### src/sv/itt_pkg.sv
// ----------------------------------------------------------------------------
// itt_pkg
// Shared types, constants and UTF-8 helpers for the tag text transcoder.
// ----------------------------------------------------------------------------
package itt_pkg;

  // Count and capacity width (capacity register is 13 bits)
  localparam int CNT_W = 13;
  localparam int LEN_W = 12;
  localparam int CP_W  = 21;

  // Command queue between front and back
  localparam int CMDQ_DEPTH = 4;
  localparam int CMDQ_AW    = $clog2(CMDQ_DEPTH);

  localparam logic [CNT_W-1:0] CAP_RESET = 13'd128;

  // Encoding selector codes
  localparam logic [7:0] SEL_UTF16_LE = 8'h01;
  localparam logic [7:0] SEL_UTF16_BE = 8'h02;
  localparam logic [7:0] SEL_UTF8     = 8'h03;

  // Byte-order mark bytes
  localparam logic [7:0] BOM_FF = 8'hff;
  localparam logic [7:0] BOM_FE = 8'hfe;

  // Surrogate ranges
  localparam logic [15:0] HI_SURR_FIRST = 16'hd800;
  localparam logic [15:0] HI_SURR_LAST  = 16'hdbff;
  localparam logic [15:0] LO_SURR_FIRST = 16'hdc00;
  localparam logic [15:0] LO_SURR_LAST  = 16'hdfff;
  localparam logic [5:0]  HI_SURR_TOP   = 6'b110110;
  localparam logic [CP_W-1:0] SUPP_BASE = 21'h10000;

  // Trimmed whitespace
  localparam logic [7:0] CH_SPACE = 8'h20;
  localparam logic [7:0] CH_CR    = 8'h0d;
  localparam logic [7:0] CH_LF    = 8'h0a;

  typedef enum logic [1:0] {
    MODE_AWAIT,
    MODE_UTF16,
    MODE_RAW,
    MODE_LATIN1
  } mode_t;

  typedef enum logic [1:0] {
    CMD_CP,
    CMD_RAW,
    CMD_END
  } cmd_kind_t;

  // One request from front to back: a code point, a raw byte, or the
  // closing length.
  typedef struct packed {
    cmd_kind_t         kind;
    logic [CP_W-1:0]   data;
  } cmd_t;

  // Number of UTF-8 bytes for a code point
  function automatic logic [2:0] cp_len(input logic [CP_W-1:0] cp);
    logic [2:0] n;
    if (cp < 21'h80)         n = 3'd1;
    else if (cp < 21'h800)   n = 3'd2;
    else if (cp < 21'h10000) n = 3'd3;
    else                     n = 3'd4;
    return n;
  endfunction

  // Byte idx of the UTF-8 form of cp, which is n bytes long
  function automatic logic [7:0] utf8_byte(input logic [CP_W-1:0] cp,
                                           input logic [2:0] n,
                                           input logic [1:0] idx);
    logic [7:0] b;
    b = 8'h00;
    case (n)
      3'd1: b = cp[7:0];
      3'd2: begin
        case (idx)
          2'd0:    b = {3'b110, cp[10:6]};
          default: b = {2'b10, cp[5:0]};
        endcase
      end
      3'd3: begin
        case (idx)
          2'd0:    b = {4'b1110, cp[15:12]};
          2'd1:    b = {2'b10, cp[11:6]};
          default: b = {2'b10, cp[5:0]};
        endcase
      end
      default: begin
        case (idx)
          2'd0:    b = {5'b11110, cp[20:18]};
          2'd1:    b = {2'b10, cp[17:12]};
          2'd2:    b = {2'b10, cp[11:6]};
          default: b = {2'b10, cp[5:0]};
        endcase
      end
    endcase
    return b;
  endfunction

  function automatic logic is_trim(input logic [15:0] u);
    return (u == {8'h00, CH_SPACE}) || (u == {8'h00, CH_CR}) || (u == {8'h00, CH_LF});
  endfunction

endpackage

### src/sv/itt_front.sv
// ----------------------------------------------------------------------------
// itt_front
// Accepts payload bytes, tracks encoding state, capacity and trimmed length,
// and issues code point/raw byte/end requests one per cycle unless q_full.
// ----------------------------------------------------------------------------
module itt_front #(
  parameter int CAPACITY_LIMIT = 4096
) (
  input  logic                 clk,
  input  logic                 rst_n,
  input  logic                 cfg_we,
  input  logic [12:0]          cfg_capacity,
  input  logic                 push,
  output logic                 full,
  input  logic [7:0]           in_byte,
  input  logic                 in_last_byte,
  output logic                 q_push,
  output itt_pkg::cmd_t        q_cmd,
  input  logic                 q_full
);
  import itt_pkg::*;

  localparam logic [16:0] LIM17 = 17'(CAPACITY_LIMIT);

  logic [CNT_W-1:0] cap_r;
  logic [CNT_W-1:0] cap_eff;

  mode_t            mode_r, mode_nxt;
  logic             le_r, le_nxt;
  logic             first_r, first_nxt;
  logic [7:0]       held_r, held_nxt;
  logic             held_v_r, held_v_nxt;
  logic [9:0]       pend_r, pend_nxt;
  logic             pend_v_r, pend_v_nxt;
  logic [CNT_W-1:0] used_r, used_nxt;
  logic [CNT_W-1:0] kept_r, kept_nxt;
  logic             stop_r, stop_nxt;

  // Issue slots: 0 flushed/combined unit, 1 new unit, 2 end flush, 3 end
  cmd_t             slot_r [4];
  cmd_t             slot_nxt [4];
  logic [3:0]       slot_v_r, slot_v_nxt;
  logic [3:0]       new_v;
  logic [3:0]       sel_oh;
  logic [1:0]       sel;
  logic [3:0]       remaining;
  logic             accept;

  logic [15:0]      u16;
  logic [CNT_W-1:0] ua;
  logic [CNT_W-1:0] ka;
  logic             skip;

  // Effective capacity saturates at the limit
  assign cap_eff = (17'(cap_r) > LIM17) ? LIM17[CNT_W-1:0] : cap_r;

  // Issue the lowest pending slot
  always_comb begin
    sel    = 2'd0;
    sel_oh = 4'b0000;
    if (slot_v_r[0]) begin
      sel = 2'd0; sel_oh = 4'b0001;
    end else if (slot_v_r[1]) begin
      sel = 2'd1; sel_oh = 4'b0010;
    end else if (slot_v_r[2]) begin
      sel = 2'd2; sel_oh = 4'b0100;
    end else if (slot_v_r[3]) begin
      sel = 2'd3; sel_oh = 4'b1000;
    end
  end

  assign q_push    = (|slot_v_r) && !q_full;
  assign q_cmd     = slot_r[sel];
  assign remaining = slot_v_r & ~(q_push ? sel_oh : 4'b0000);
  assign full      = |remaining;
  assign accept    = push && !full;

  assign u16 = le_r ? {in_byte, held_r} : {held_r, in_byte};

  always_comb begin
    mode_nxt   = mode_r;
    le_nxt     = le_r;
    first_nxt  = first_r;
    held_nxt   = held_r;
    held_v_nxt = held_v_r;
    pend_nxt   = pend_r;
    pend_v_nxt = pend_v_r;
    used_nxt   = used_r;
    kept_nxt   = kept_r;
    stop_nxt   = stop_r;
    new_v      = 4'b0000;
    ua         = used_r;
    ka         = kept_r;
    skip       = 1'b0;
    for (int i = 0; i < 4; i++) begin
      slot_nxt[i] = slot_r[i];
    end

    if (accept) begin
      case (mode_r)
        MODE_AWAIT: begin
          le_nxt     = (in_byte == SEL_UTF16_LE);
          first_nxt  = 1'b1;
          held_nxt   = 8'h00;
          held_v_nxt = 1'b0;
          pend_nxt   = 10'd0;
          pend_v_nxt = 1'b0;
          used_nxt   = '0;
          kept_nxt   = '0;
          stop_nxt   = 1'b0;
          if (in_byte == SEL_UTF16_LE || in_byte == SEL_UTF16_BE) begin
            mode_nxt = MODE_UTF16;
          end else if (in_byte == SEL_UTF8) begin
            mode_nxt = MODE_RAW;
          end else begin
            mode_nxt = MODE_LATIN1;
          end
        end
        MODE_UTF16: begin
          if (!stop_r) begin
            if (!held_v_r) begin
              held_nxt   = in_byte;
              held_v_nxt = 1'b1;
            end else begin
              held_nxt   = 8'h00;
              held_v_nxt = 1'b0;
              first_nxt  = 1'b0;
              if (first_r && held_r == BOM_FF && in_byte == BOM_FE) begin
                le_nxt = 1'b1;
              end else if (first_r && held_r == BOM_FE && in_byte == BOM_FF) begin
                le_nxt = 1'b0;
              end else begin
                if (pend_v_r) begin
                  pend_v_nxt = 1'b0;
                  pend_nxt   = 10'd0;
                  new_v[0]   = 1'b1;
                  slot_nxt[0].kind = CMD_CP;
                  if (u16 >= LO_SURR_FIRST && u16 <= LO_SURR_LAST) begin
                    slot_nxt[0].data = SUPP_BASE + {1'b0, pend_r, u16[9:0]};
                    ua   = used_r + 13'd4;
                    skip = 1'b1;
                  end else begin
                    slot_nxt[0].data = {5'd0, HI_SURR_TOP, pend_r};
                    ua = used_r + 13'd3;
                  end
                  // Multi-byte forms are never trimmed
                  ka = ua;
                end
                used_nxt = ua;
                kept_nxt = ka;
                if (!skip) begin
                  if (!(({1'b0, ua} + 14'd4) < {1'b0, cap_eff}) || u16 == 16'h0000) begin
                    stop_nxt = 1'b1;
                  end else if (u16 >= HI_SURR_FIRST && u16 <= HI_SURR_LAST) begin
                    pend_nxt   = u16[9:0];
                    pend_v_nxt = 1'b1;
                  end else begin
                    new_v[1]         = 1'b1;
                    slot_nxt[1].kind = CMD_CP;
                    slot_nxt[1].data = {5'd0, u16};
                    used_nxt = ua + 13'(cp_len({5'd0, u16}));
                    kept_nxt = is_trim(u16) ? ka : used_nxt;
                  end
                end
              end
            end
          end
        end
        MODE_RAW: begin
          // Copy while used < capacity - 1
          if (({1'b0, used_r} + 14'd1) < {1'b0, cap_eff}) begin
            new_v[1]         = 1'b1;
            slot_nxt[1].kind = CMD_RAW;
            slot_nxt[1].data = {13'd0, in_byte};
            used_nxt = used_r + 13'd1;
            kept_nxt = used_nxt;
          end
        end
        default: begin
          if (!stop_r) begin
            if ((({1'b0, used_r} + 14'd2) < {1'b0, cap_eff}) && in_byte != 8'h00) begin
              new_v[1]         = 1'b1;
              slot_nxt[1].kind = CMD_CP;
              slot_nxt[1].data = {13'd0, in_byte};
              used_nxt = used_r + 13'(cp_len({13'd0, in_byte}));
              kept_nxt = is_trim({8'h00, in_byte}) ? kept_r : used_nxt;
            end else begin
              stop_nxt = 1'b1;
            end
          end
        end
      endcase

      if (in_last_byte) begin
        if (pend_v_nxt) begin
          new_v[2]         = 1'b1;
          slot_nxt[2].kind = CMD_CP;
          slot_nxt[2].data = {5'd0, HI_SURR_TOP, pend_nxt};
          used_nxt = used_nxt + 13'd3;
          kept_nxt = used_nxt;
        end
        new_v[3]         = 1'b1;
        slot_nxt[3].kind = CMD_END;
        slot_nxt[3].data = {9'd0, kept_nxt[LEN_W-1:0]};
        mode_nxt   = MODE_AWAIT;
        le_nxt     = 1'b0;
        first_nxt  = 1'b1;
        held_nxt   = 8'h00;
        held_v_nxt = 1'b0;
        pend_nxt   = 10'd0;
        pend_v_nxt = 1'b0;
        used_nxt   = '0;
        kept_nxt   = '0;
        stop_nxt   = 1'b0;
      end
    end
  end

  assign slot_v_nxt = accept ? new_v : remaining;

  always_ff @(posedge clk) begin
    if (!rst_n) begin
      cap_r    <= CAP_RESET;
      mode_r   <= MODE_AWAIT;
      le_r     <= 1'b0;
      first_r  <= 1'b1;
      held_v_r <= 1'b0;
      pend_v_r <= 1'b0;
      used_r   <= '0;
      kept_r   <= '0;
      stop_r   <= 1'b0;
      slot_v_r <= 4'b0000;
    end else begin
      if (cfg_we) begin
        cap_r <= cfg_capacity;
      end
      mode_r   <= mode_nxt;
      le_r     <= le_nxt;
      first_r  <= first_nxt;
      held_v_r <= held_v_nxt;
      pend_v_r <= pend_v_nxt;
      used_r   <= used_nxt;
      kept_r   <= kept_nxt;
      stop_r   <= stop_nxt;
      slot_v_r <= slot_v_nxt;
    end
  end

  always_ff @(posedge clk) begin
    held_r <= held_nxt;
    pend_r <= pend_nxt;
    for (int i = 0; i < 4; i++) begin
      slot_r[i] <= slot_nxt[i];
    end
  end

endmodule

### src/sv/itt_cmd_fifo.sv
// ----------------------------------------------------------------------------
// itt_cmd_fifo
// Short request queue between the front and the back.
// ----------------------------------------------------------------------------
module itt_cmd_fifo (
  input  logic           clk,
  input  logic           rst_n,
  input  logic           wr_en,
  input  itt_pkg::cmd_t  wr_data,
  output logic           q_full,
  input  logic           rd_en,
  output itt_pkg::cmd_t  rd_data,
  output logic           q_empty
);
  import itt_pkg::*;

  cmd_t               mem_r [CMDQ_DEPTH];
  logic [CMDQ_AW-1:0] wp_r, wp_nxt;
  logic [CMDQ_AW-1:0] rp_r, rp_nxt;
  logic [CMDQ_AW:0]   cnt_r, cnt_nxt;
  logic               do_wr, do_rd;

  assign q_full  = (cnt_r == (CMDQ_AW+1)'(CMDQ_DEPTH));
  assign q_empty = (cnt_r == '0);
  assign do_wr   = wr_en && !q_full;
  assign do_rd   = rd_en && !q_empty;
  assign rd_data = mem_r[rp_r];

  assign wp_nxt  = do_wr ? CMDQ_AW'(wp_r + 1'b1) : wp_r;
  assign rp_nxt  = do_rd ? CMDQ_AW'(rp_r + 1'b1) : rp_r;
  assign cnt_nxt = cnt_r + (CMDQ_AW+1)'(do_wr) - (CMDQ_AW+1)'(do_rd);

  always_ff @(posedge clk) begin
    if (!rst_n) begin
      wp_r  <= '0;
      rp_r  <= '0;
      cnt_r <= '0;
    end else begin
      wp_r  <= wp_nxt;
      rp_r  <= rp_nxt;
      cnt_r <= cnt_nxt;
    end
  end

  always_ff @(posedge clk) begin
    if (do_wr) begin
      mem_r[wp_r] <= wr_data;
    end
  end

endmodule

### src/sv/itt_back.sv
// ----------------------------------------------------------------------------
// itt_back
// Expands queued requests into UTF-8 bytes, one result per cycle while
// results are popped, behind an output register.
// ----------------------------------------------------------------------------
module itt_back (
  input  logic           clk,
  input  logic           rst_n,
  input  itt_pkg::cmd_t  q_cmd,
  input  logic           q_empty,
  output logic           q_pop,
  output logic           empty,
  input  logic           pop,
  output logic [7:0]     out_byte,
  output logic           out_is_end,
  output logic [11:0]    out_text_length
);
  import itt_pkg::*;

  cmd_t        cur_r, cur_nxt;
  logic [2:0]  n_r, n_nxt;
  logic [1:0]  idx_r, idx_nxt;
  logic        cur_v_r, cur_v_nxt;

  logic        ov_r, ov_nxt;
  logic [7:0]  ob_r, ob_nxt;
  logic        oe_r, oe_nxt;
  logic [11:0] ol_r, ol_nxt;

  logic        can_out, emit, done;

  assign can_out = !ov_r || pop;
  assign emit    = cur_v_r && can_out;
  assign done    = emit && ({1'b0, idx_r} == n_r - 3'd1);
  assign q_pop   = (!cur_v_r || done) && !q_empty;

  always_comb begin
    cur_nxt   = cur_r;
    n_nxt     = n_r;
    idx_nxt   = idx_r;
    cur_v_nxt = cur_v_r;
    ov_nxt    = ov_r && !pop;
    ob_nxt    = ob_r;
    oe_nxt    = oe_r;
    ol_nxt    = ol_r;

    if (emit) begin
      ov_nxt  = 1'b1;
      idx_nxt = idx_r + 2'd1;
      case (cur_r.kind)
        CMD_END: begin
          ob_nxt = 8'h00;
          oe_nxt = 1'b1;
          ol_nxt = cur_r.data[LEN_W-1:0];
        end
        CMD_RAW: begin
          ob_nxt = cur_r.data[7:0];
          oe_nxt = 1'b0;
          ol_nxt = '0;
        end
        default: begin
          ob_nxt = utf8_byte(cur_r.data, n_r, idx_r);
          oe_nxt = 1'b0;
          ol_nxt = '0;
        end
      endcase
      if (done) begin
        cur_v_nxt = 1'b0;
      end
    end

    if (q_pop) begin
      cur_nxt   = q_cmd;
      cur_v_nxt = 1'b1;
      idx_nxt   = 2'd0;
      n_nxt     = (q_cmd.kind == CMD_CP) ? cp_len(q_cmd.data) : 3'd1;
    end
  end

  always_ff @(posedge clk) begin
    if (!rst_n) begin
      cur_v_r <= 1'b0;
      ov_r    <= 1'b0;
    end else begin
      cur_v_r <= cur_v_nxt;
      ov_r    <= ov_nxt;
    end
  end

  always_ff @(posedge clk) begin
    cur_r <= cur_nxt;
    n_r   <= n_nxt;
    idx_r <= idx_nxt;
    ob_r  <= ob_nxt;
    oe_r  <= oe_nxt;
    ol_r  <= ol_nxt;
  end

  assign empty           = !ov_r;
  assign out_byte        = ob_r;
  assign out_is_end      = oe_r;
  assign out_text_length = ol_r;

endmodule

### src/sv/id3_text_to_utf8_transcoder.sv
// ----------------------------------------------------------------------------
// id3_text_to_utf8_transcoder
// Converts one tag text payload (Latin-1, UTF-16 or UTF-8) to UTF-8 bytes.
// ----------------------------------------------------------------------------
// Feed a payload one byte per push; the first byte selects the encoding
// (1 = UTF-16 LE default, 2 = UTF-16 BE default, a leading BOM overrides;
// 3 = UTF-8 copied raw; anything else Latin-1). Mark the final byte with
// in_last_byte. Each converted UTF-8 byte comes out as one result with
// out_is_end low; the payload closes with one result whose out_is_end is
// high and whose out_text_length is the length after trailing space, CR
// and LF are trimmed (raw UTF-8 is not trimmed). Conversion honors the
// capacity register (buffer size including terminator, saturated at
// CAPACITY_LIMIT); write it only while the block is idle.
//
// Rate: a byte that produces at most one request (a code point, a raw
// byte or the end marker) is taken every cycle while the request queue
// has room; a byte that produces several requests holds full while the
// front issues them. The back side sends one result per cycle while
// results are popped, so sustained throughput is set by the number of
// UTF-8 bytes per input byte (0 to 6, plus the end result) against the
// single-byte result port; a 4-entry request queue absorbs the difference.
// ----------------------------------------------------------------------------
module id3_text_to_utf8_transcoder #(
  parameter int CAPACITY_LIMIT = 4096
) (
  input  logic        clk,
  input  logic        rst_n,
  // configuration
  input  logic        cfg_we,
  input  logic [12:0] cfg_capacity,
  // input queue side
  input  logic        push,
  output logic        full,
  input  logic [7:0]  in_byte,
  input  logic        in_last_byte,
  // result queue side
  output logic        empty,
  input  logic        pop,
  output logic [7:0]  out_byte,
  output logic        out_is_end,
  output logic [11:0] out_text_length
);
  import itt_pkg::*;

  // Front -> queue
  logic  f_push;
  cmd_t  f_cmd;
  logic  q_full;

  // Queue -> back
  cmd_t  b_cmd;
  logic  q_empty;
  logic  b_pop;

  // Front: decodes the encoding, tracks surrogates, capacity and the
  // trimmed length, and issues requests.
  itt_front #(
    .CAPACITY_LIMIT (CAPACITY_LIMIT)
  ) u_front (
    .clk          (clk),
    .rst_n        (rst_n),
    .cfg_we       (cfg_we),
    .cfg_capacity (cfg_capacity),
    .push         (push),
    .full         (full),
    .in_byte      (in_byte),
    .in_last_byte (in_last_byte),
    .q_push       (f_push),
    .q_cmd        (f_cmd),
    .q_full       (q_full)
  );

  // Decoupling queue so front and back stall independently
  itt_cmd_fifo u_fifo (
    .clk     (clk),
    .rst_n   (rst_n),
    .wr_en   (f_push),
    .wr_data (f_cmd),
    .q_full  (q_full),
    .rd_en   (b_pop),
    .rd_data (b_cmd),
    .q_empty (q_empty)
  );

  // Back: UTF-8 byte expansion into the output register
  itt_back u_back (
    .clk             (clk),
    .rst_n           (rst_n),
    .q_cmd           (b_cmd),
    .q_empty         (q_empty),
    .q_pop           (b_pop),
    .empty           (empty),
    .pop             (pop),
    .out_byte        (out_byte),
    .out_is_end      (out_is_end),
    .out_text_length (out_text_length)
  );

endmodule

### config.mk
export PLATFORM = sky130hd
export DESIGN_NAME = id3_text_to_utf8_transcoder
export DESIGN_NICKNAME = d
export VERILOG_FILES = /design/src/sv/itt_pkg.sv /design/src/sv/itt_front.sv /design/src/sv/itt_cmd_fifo.sv /design/src/sv/itt_back.sv /design/src/sv/id3_text_to_utf8_transcoder.sv
export SDC_FILE = /design/constraint.sdc
export NUM_CORES = 1
export LEC_CHECK = 0
export BUFFER_PORTS_ARGS = -buffer_cell sky130_fd_sc_hd__buf_2
export CORE_ASPECT_RATIO = 1.25
export CORE_MARGIN = 8
export CORE_UTILIZATION = 30
export DETAILED_ROUTE_END_ITERATION = 6
export PLACE_DENSITY = 0.45
export RECOVER_POWER = 25
export SYNTH_ARGS = -nofsm -noshare
export SYNTH_HDL_FRONTEND = slang
export SYNTH_SLANG_ARGS = --single-unit
### constraint.sdc
create_clock -name clk -period 10.95 [get_ports clk]
set_clock_uncertainty 0.15 [all_clocks]
set_input_delay 0 -clock clk [delete_from_list [all_inputs] [get_ports clk]]
set_output_delay 0 -clock clk [all_outputs]
set_load 0.01 [all_outputs]
## Word level (Yosys, flattened, before mapping)

Memory sizes are Yosys's and may differ from the RTL's. A register that Yosys moved wholly into a read port is not among the register bits.
Index checks and enable logic that the tools add are counted.

- Add/subtract/negate cells: 16
- Magnitude comparators: 14
- Eq/ne operators: 52
- Muxes and demuxes: 171
- Bitwise logic cells: 3
- Reduce and logical (&&, ||, !) cells: 55

Operators by type and width:

| kind | number |
|---|---|
| $mux W13 | 35 |
| $mux W46 | 5 |
| $mux W23 | 9 |
| $mux W92 | 1 |
| $mux W10 | 8 |
| $pmux W13 S3 | 2 |
| $pmux W23 S3 | 1 |
| $mux W1 | 55 |
| $mux W3 | 15 |
| $lt A14 B13 Y1 | 3 |
| $eq A16 B4 Y1 const B | 2 |
| $eq A8 B8 Y1 const B | 4 |
| $ge A16 B16 Y1 const B | 2 |
| $le A16 B16 Y1 const B | 2 |
| $mux W2 | 16 |
| $pmux W8 S2 | 2 |
| $add A13 B3 Y13 | 2 |
| $mux W4 | 6 |
| $pmux W8 S3 | 1 |
| $add A17 B20 Y21 const A | 1 |
| $lt A21 B12 Y1 const B | 1 |
| $lt A21 B17 Y1 const B | 1 |
| $lt A21 B8 Y1 const B | 1 |
| $mux W21 | 1 |
| 67 further kinds | 135 |

- Register bits after elaboration: 126
- Bits in writable memories: 184
- Bits of input ports: 27
- Memories kept: 2

Memory list:

| name | words | bits a word | rd ports | clocked after Yosys merged registers in | wr ports | RTL line | source |
|---|---|---|---|---|---|---|---|
| u_fifo.mem_r | 4 | 23 | 1 | 1 | 1 | itt_cmd_fifo.sv:17 | `cmd_t mem_r [CMDQ_DEPTH];` |
| u_front.slot_r | 4 | 23 | 1 | 0 | 4 | itt_front.sv:40 | `cmd_t slot_r [4];` |

## Longest topological paths before layout

Gate-level depths: netlist of run 1.

- Word-level depth: 37
- Gate-level depth with buffers: 32
- Depth with buffers taken out: 29

## Hierarchy

A second synthesis of run 1 with hierarchy kept.

- Cell total of the unflattened synthesis: 1,712
- Area total of the unflattened synthesis: 17,540.6 µm²

By module, submodules not included:

| module | times used | cells each | area an instance (µm²) | sequential area each (µm²) |
|---|---|---|---|---|
| itt_front | 1 | 1,339 | 11,189.5 | 3,323.2 |
| itt_cmd_fifo | 1 | 171 | 3,838.7 | 2,942.8 |
| itt_back | 1 | 202 | 2,512.4 | 1,491.4 |

## Worst setup path after synthesis of run 1

OpenSTA, ideal clock, no wires.

- Path type: reg2reg
- Start point: register u_front.used_r[1]
- End point: memory u_front.slot_r[1][0] in the netlist's numbering (enable)
- Arrival time: 7.243 ns
- Path slack: 3.072 ns
- Stages on the path, launching flop included: 23
- Path buffers: 3
- Period minus slack after synthesis: 7.878 ns
- Cells stage by stage: dfxtp_1 > clkbuf_1 > inv_1 > ha_1 > a21oi_1 > nor2_1 > o21ai_4 > nand2_1 > o221a_2 > or4_1 > buf_2 > nor2_1 > xnor2_1 > ha_1 > a21o_1 > a21oi_1 > o211a_1 > o311a_1 > a21bo_2 > clkbuf_1 > a21oi_1 > a31oi_1 > a2111oi_0

RTL lines:

| element | RTL line | source |
|---|---|---|
| from (decl) | itt_front.sv:35 | `logic [CNT_W-1:0] used_r, used_nxt;` |
| from (signal assigned) | itt_front.sv:242 | `used_r <= used_nxt;` |
| to (decl) | itt_front.sv:40 |  |

==> results of run 1 <==
==> final timing paths <==
| path | start | to | slack (ps) | depth (start not counted) |
|---|---|---|---|---|
| worst max register to register | u_front.used_r[3] | u_front.slot_r[3][11] | 2690 | 18 |
| worst min-delay path | in_byte[5] | u_front.slot_r[1][5] | 240 | 4 |
| worst max-delay path | u_front.used_r[3] | u_front.slot_r[3][11] | 2690 | 18 |
| worst min register to register | u_front.first_r | u_front.first_r | 370 | 2 |
==> final cells by class <==
cell class,instances,area [um^2]
fillers,5852,37700
multi-input cells,1288,9080
flip-flops and latches,279,7760
repair buffers,148,1070
well taps,757,947
clock buffers,50,921
clock inverters,12,181
inverters,44,165
diodes,2,5.00
==> flip-flops by register name (all words and copies together) (netlist names), 3 cells and up, named ones only <==
name	count
u_front.slot_v_r	4
u_front.slot_r	60
u_fifo.cnt_r	3
u_front.held_r	8
u_front.kept_r	12
u_fifo.mem_r	92
u_back.out_text_length	12
u_back.out_byte	8
u_front.used_r	13
u_front.cap_r	13
u_back.cur_r	23
u_front.pend_r	10
u_back.n_r	3
==> kinds of logic (layout without fill, tap and decap cells) <==
group                    count (synthesis)  count (layout)  synth area share
flip-flops                             279             279             0.445
buffers and inverters                  158             254            0.0356
adder cells (fa/ha/maj)                 73              73            0.0536
AO/OA/AOI/OAI                          431             431             0.170
multiplexers                            96              96            0.0728
other                                    0               2                 0
XOR/XNOR                               104             104            0.0531
AND/OR/NAND/NOR                        584             584             0.169
==> per-layer routing <==
layer / part of all wire / vias up / wire length, um
met5: 0 / - / 0
met4: 0.071 / 0 / 4870
met3: 0.046 / 186 / 3190
met2: 0.52 / 480 / 35800
met1: 0.36 / 7066 / 24700
li1: - / 6589 / -
==> worst register-to-register path: stages (launching register included) <==
cell and delay, ps:
dfxtp_1 600, ha_1 470, nand3_1 380, nor2_1 680
nand2_1 160, xnor2_1 590, ha_1 390, a21oi_1 140
a21boi_0 100, o2111ai_1 1030, and2_1 610, a311oi_1 210
a31oi_1 370, o211ai_1 240, o211ai_1 460, o211ai_1 430
or2_2 410, or4_1 510, a31oi_1 170
==> stage by stage <==
step	hold WS, ps	utilization	cells	total power (uW)
3_3_place_gp	64.8	0.321	2464	2190
6_report	239	0.348	2580	3310
3_5_place_dp	77.4	0.321	2464	2190
2_1_floorplan	-21.6	-	1725	1910
5_1_grt	267	0.348	2578	3470
4_1_cts	210	0.349	2578	3370
==> timing repair <==
item                                    4_1_cts  5_1_grt
hold buffers                                 52        0
endpoints found under the setup margin        0        0
endpoints found under the hold margin        84        0
==> cells in the mapped netlist (6+ instances only) <==
master,instances,area share
ha_1,69,0.050
a22o_1,8,0.0040
a22oi_1,37,0.016
buf_2,12,0.0034
o211ai_1,21,0.0090
a311oi_1,6,0.0030
a21o_1,16,0.0069
mux4_2,23,0.030
or3_1,11,0.0039
or4_1,11,0.0047
edfxtp_1,217,0.37
mux2i_1,66,0.038
o31a_1,7,0.0035
nor2b_1,51,0.018
buf_1,12,0.0026
o21ai_0,114,0.033
a221oi_1,9,0.0045
nand4_1,21,0.0075
nor3_1,36,0.010
nor4_1,16,0.0057
a31oi_1,14,0.0050
a21oi_1,79,0.023
nand3b_1,8,0.0034
dfxtp_1,62,0.071
mux2_2,6,0.0039
nand3_1,43,0.012
a211oi_1,9,0.0039
and3_1,15,0.0054
xor2_1,25,0.013
clkbuf_1,87,0.019
nor3b_1,7,0.0030
o31ai_1,12,0.0052
and2_1,53,0.019
inv_1,39,0.0084
o21a_1,10,0.0043
nand2_1,162,0.035
nor2_1,116,0.025
a21boi_0,6,0.0026
nand2b_1,11,0.0039
a222oi_1,6,0.0034
xnor2_1,77,0.039
==> power by group <==
part | switching, uW | total, uW | internal, uW
Combinational | 456 | 740 | 284
Clock | 474 | 1140 | 666
Sequential | 85.5 | 1430 | 1340
Total | 1020 | 3310 | 2290
==> out/results.txt, run 1 <==
status: finished, violations left
failing checks: capacitance limit, slew limit
DR vias: 14300
Leak: 0.00697 uW
RSZ-0062 raised after global routing: no
post-CTS setup buffers: 0
Cell Area, Synth: 0.0174 mm^2
endpoints failing setup: 0
Final ANT Viol Nets: 0
routability cong.: 0.984
most frequent CP cell: o211ai_1
DP Area: 0.0185 mm^2
clock root buffer: clkbuf_16
commonest non-fill, non-tap cells in the layout: edfxtp_1 (217), nand2_1 (162), nor2_1 (116)
Detailed Place HPWL: 51200 um
Die W: 232 um
area grow syn2layout: 15.5%
Top Usage Layer GRT: met2
Avg Inst Size Synth: 10.1 um^2
Max-slew headroom: -0.893
Clock Latency Late Sink: 560 ps
H-tree Lvls: 2
ys flop type: edfxtp_1
CTS tree: yes
Final Cell Area: 0.0201 mm^2
worst-case clock buffer depth: 3
Tcrit/Tclk final: 0.754
layout cell share with drive strength beyond 1: 0.100
Layout Nets: 1894
Cell Chain, Critical Path: ha_1, nand3_1, nor2_1, nand2_1, xnor2_1, ha_1, a21oi_1, a21boi_0, o2111ai_1, and2_1, a311oi_1, a31oi_1, o211ai_1, o211ai_1, o211ai_1, or2_2, or4_1, a31oi_1
CP required: 11210 ps
Yosys cell types: 97
number of synthesized flops with an enable pin: 217
Period minus WS final: 8260 ps
critical path class: flip-flop to flip-flop
global-route wire length before repair: 100000 um
Ports: 50
post-route setup slack: 2690 ps
area of the core: 0.0578 mm^2
pre-CTS setup slack: 2970 ps
most common cell after layout, fill and taps aside: edfxtp_1
Slew @ Worst Pin: 2840 ps
Buf+Inv Stages, Crit Path: 0
GRT met3 Usage: 0.0342
largest net degree at the start of global routing: 61
Final Max Tran Viols: 85
1st-iter DRT viols: 1092
DRT Wirelength: 68600 um
Avg WL per Cell: 26.6 um
CP arrival: 8520 ps
endpoint type of the worst setup path: flip-flop
Initial Util: 0.301
DRC: 0
initial antenna violation count: 0
area of the die: 0.0661 mm^2
port bufs: 49
max_cap viols: 2
FFs w/ async S/R, synth: 0
Hold Crit Class: input port to flip-flop
vias in the first global route: 14500
Seq/Total Area, Yosys: 0.445
Yosys warning count: 0
via/cell ratio: 5.55
total gr overflow: 0
Final Hold Fails: 0
PwrDens: 164 mW/mm^2
Worst Path Max Fanout: 12
post-CTS sizing: 0
met2 global-route usage: 0.375
GR Util All Layers: 0.203
Syn Nets: 1824
clk slew on worst S/H paths: 60 ps
clock sinks: 279
slowest CP cell: o2111ai_1
Worst setup SP type: flip-flop
TritonCTS buffer count: 34
TNS Setup: 0 ps
met1 usage: 0.212
Peak supply drop: 0.132 mV
Die H: 285 um
FMAX: 121 MHz
Site Rows: 99
TritonRoute pass-1 iters: 5
Mapped Cells: 1725
crit-path max cell delay: 1030 ps
Synth Register Bits: 279
Worst path top cell family by delay: compound AO/OA/AOI/OAI gates
Power figures use the tool's default switching activity.
==> inputs of run 2 (changes only) <==
PLACE_DENSITY = 0.47   (was 0.45)
clock period = 7.24 ns   (was 10.95 ns; I/O delays follow)
==> run 2 against run 1 <==
Effect of this change:
- the run still ends with capacitance limit, slew limit left
- combinational power increased by 53%
- clock-buffer cell count down 7
- sequential power is 51% higher
- register-to-register slack worse by 2100 ps
- routed wire length increased by 2.6%
==> out/results.txt, run 2 (synthesized netlist as in run 1, its figures left out) <==
status: finished, violations left
failing checks: capacitance limit, slew limit
CP arrival: 6930 ps (-1590 ps)
TritonCTS buffer count: 34 (unchanged)
TNS Setup: 0 ps (unchanged)
H-tree Lvls: 2 (unchanged)
Die W: 232 um (unchanged)
Max-slew headroom: -0.939 (-0.0466)
Detailed Place HPWL: 54000 um (+5.4%)
largest registers: u_fifo.mem_r (92), u_front.slot_r (60), u_back.cur_r (23)
clock sinks: 279 (unchanged)
GR Util All Layers: 0.208 (+0.00514)
most common cell after layout, fill and taps aside: edfxtp_1
commonest non-fill, non-tap cells in the layout: edfxtp_1 (217), nand2_1 (162), nor2_1 (115)
Sw Share: 0.299 (-0.00788)
vias in the first global route: 14800 (+2.0%)
DR vias: 14500 (+1.4%)
RSZ-0062 raised after global routing: no
max reg flops: 92 (unchanged)
Layout Nets: 1955 (+3.2%)
FMAX: 150 MHz (+24%)
PwrDens: 252 mW/mm^2 (+53%)
area of the die: 0.0661 mm^2 (unchanged)
power share of the clock group: 0.371 (+0.026)
hold path depth: 6 (+2)
fillers: 5799 (-0.91%)
Pint: 3660 uW (+60%)
Die H: 285 um (unchanged)
endpoint type of the worst setup path: flip-flop
TritonRoute pass-1 iters: 6 (+1)
via/cell ratio: 5.50 (-0.89%)
Leak: 0.00735 uW (+5.4%)
1st-iter DRT viols: 927 (-15%)
Peak supply drop: 0.180 mV (+36%)
Logic pwr share: 0.215 (-0.009)
endpoints failing setup: 0 (unchanged)
Avg WL per Cell: 26.7 um (+0.27%)
DRT Wirelength: 70400 um (+2.6%)
clock root buffer: clkbuf_16
Total Power: 5230 uW (+58%)
Worst Path Max Fanout: 10 (-2)
Final Hold Fails: 0 (unchanged)
Ports: 50 (unchanged)
Site Rows: 99 (unchanged)
CTS tree: yes
Slew @ Worst Pin: 2910 ps (+69.9 ps)
initial antenna violation count: 0 (unchanged)
CP required: 7490 ps (-3720 ps)
port bufs: 49 (unchanged)
post-CTS sizing: 0 (unchanged)
layout cell share with drive strength beyond 1: 0.136 (+0.0355)
routability cong.: 1.00 (+1.7%)
Clock Latency Late Sink: 570 ps (about the same)
DRC: 0 (unchanged)
Tcrit/Tclk final: 0.922 (+0.168)
Final Max Tran Viols: 85 (unchanged)
worst-case clock buffer depth: 3 (unchanged)
Worst setup SP type: flip-flop
sequential share of power: 0.414 (-0.017)
global-route wire length before repair: 102000 um (+1.6%)
critical path class: flip-flop to flip-flop
clk slew on worst S/H paths: 70 ps (about the same)
max_cap viols: 2 (unchanged)
FF-to-FF path depth: 18 (unchanged)
Sw Pwr: 1560 uW (+54%)
Period minus WS final: 6680 ps (-1580 ps)
Largest Register: u_fifo.mem_r
largest net degree at the start of global routing: 61 (unchanged)
area grow syn2layout: 19.1%
total gr overflow: 0 (unchanged)
Initial Util: 0.301 (unchanged)
Final ANT Viol Nets: 0 (unchanged)
Hold Crit Class: input port to flip-flop
area of the core: 0.0578 mm^2 (unchanged)
==> run 2: critical path, stage by stage (launching register included) <==
cell,delay [ps]
edfxtp_1,420
nand3_1,210
o32ai_4,520
nand2_1,130
nand2_1,450
o21ai_0,300
ha_1,290
nor3b_1,590
nand3_1,350
mux2i_1,420
o21bai_1,280
a21bo_2,370
nor2_1,240
o21ai_4,140
o41a_1,470
and2_4,150
or4_1,420
or4_1,400
a31oi_1,200
==> run 2: per-stage QoR <==
| step | util | hold WS, ps | cells | setup WS, ps | area, um^2 |
|---|---|---|---|---|---|
| 2_1_floorplan | - | -21.6 | 1725 | 187 | 17400 |
| 3_3_place_gp | 0.329 | 76.7 | 2526 | 775 | 19000 |
| 3_5_place_dp | 0.329 | 101 | 2526 | 710 | 19000 |
| 4_1_cts | 0.359 | 153 | 2639 | 700 | 20800 |
| 5_1_grt | 0.359 | 214 | 2639 | 289 | 20700 |
| 6_report | 0.359 | 151 | 2640 | 562 | 20700 |
==> run 2: area by class of cell <==
type                       count  area (um^2)  area share
antenna                        1         2.50    0.000121
clock buffer                  43          915      0.0441
clock inverter                19          352      0.0169
inverter                      44          165     0.00796
multi-input combinational   1288         9080       0.438
sequential                   279         7760       0.374
tap                          757          947      0.0456
timing repair buffer         209         1530      0.0738
==> run 2: final timing paths <==
kind | from | slack [ps] | endpoint
max | u_front.held_r[4] | 560 | u_front.slot_r[3][11]
min | push | 150 | u_front.used_r[12]
max reg2reg | u_front.held_r[4] | 560 | u_front.slot_r[3][11]
min reg2reg | u_front.first_r | 380 | u_front.first_r
==> run 2: metal layers <==
metal | part of all wire | vias up | routed length, um | GRT usage
li1 | - | 6710 | - | -
met1 | 0.37 | 7144 | 25700 | 0.217
met4 | 0.075 | 0 | 5250 | 0.133
met2 | 0.52 | 467 | 36700 | 0.388
met5 | 0 | - | 0 | 0
met3 | 0.038 | 202 | 2680 | 0.0273
==> run 2: power groups by stage <==
stage | clock (uW) | sequential [uW] | combinational, uW
6_report | 1940 | 2160 | 1130
5_1_grt | 2040 | 2180 | 1250
4_1_cts | 1990 | 2170 | 1150
3_5_place_dp | 0 | 2200 | 1130
3_3_place_gp | 0 | 2200 | 1120
2_1_floorplan | 0 | 2160 | 731
==> run 2: what timing repair did <==
item	in CTS	in global routing
endpoints found under the hold margin	83	0
buffers inserted	0	0
hold buffers	51	0
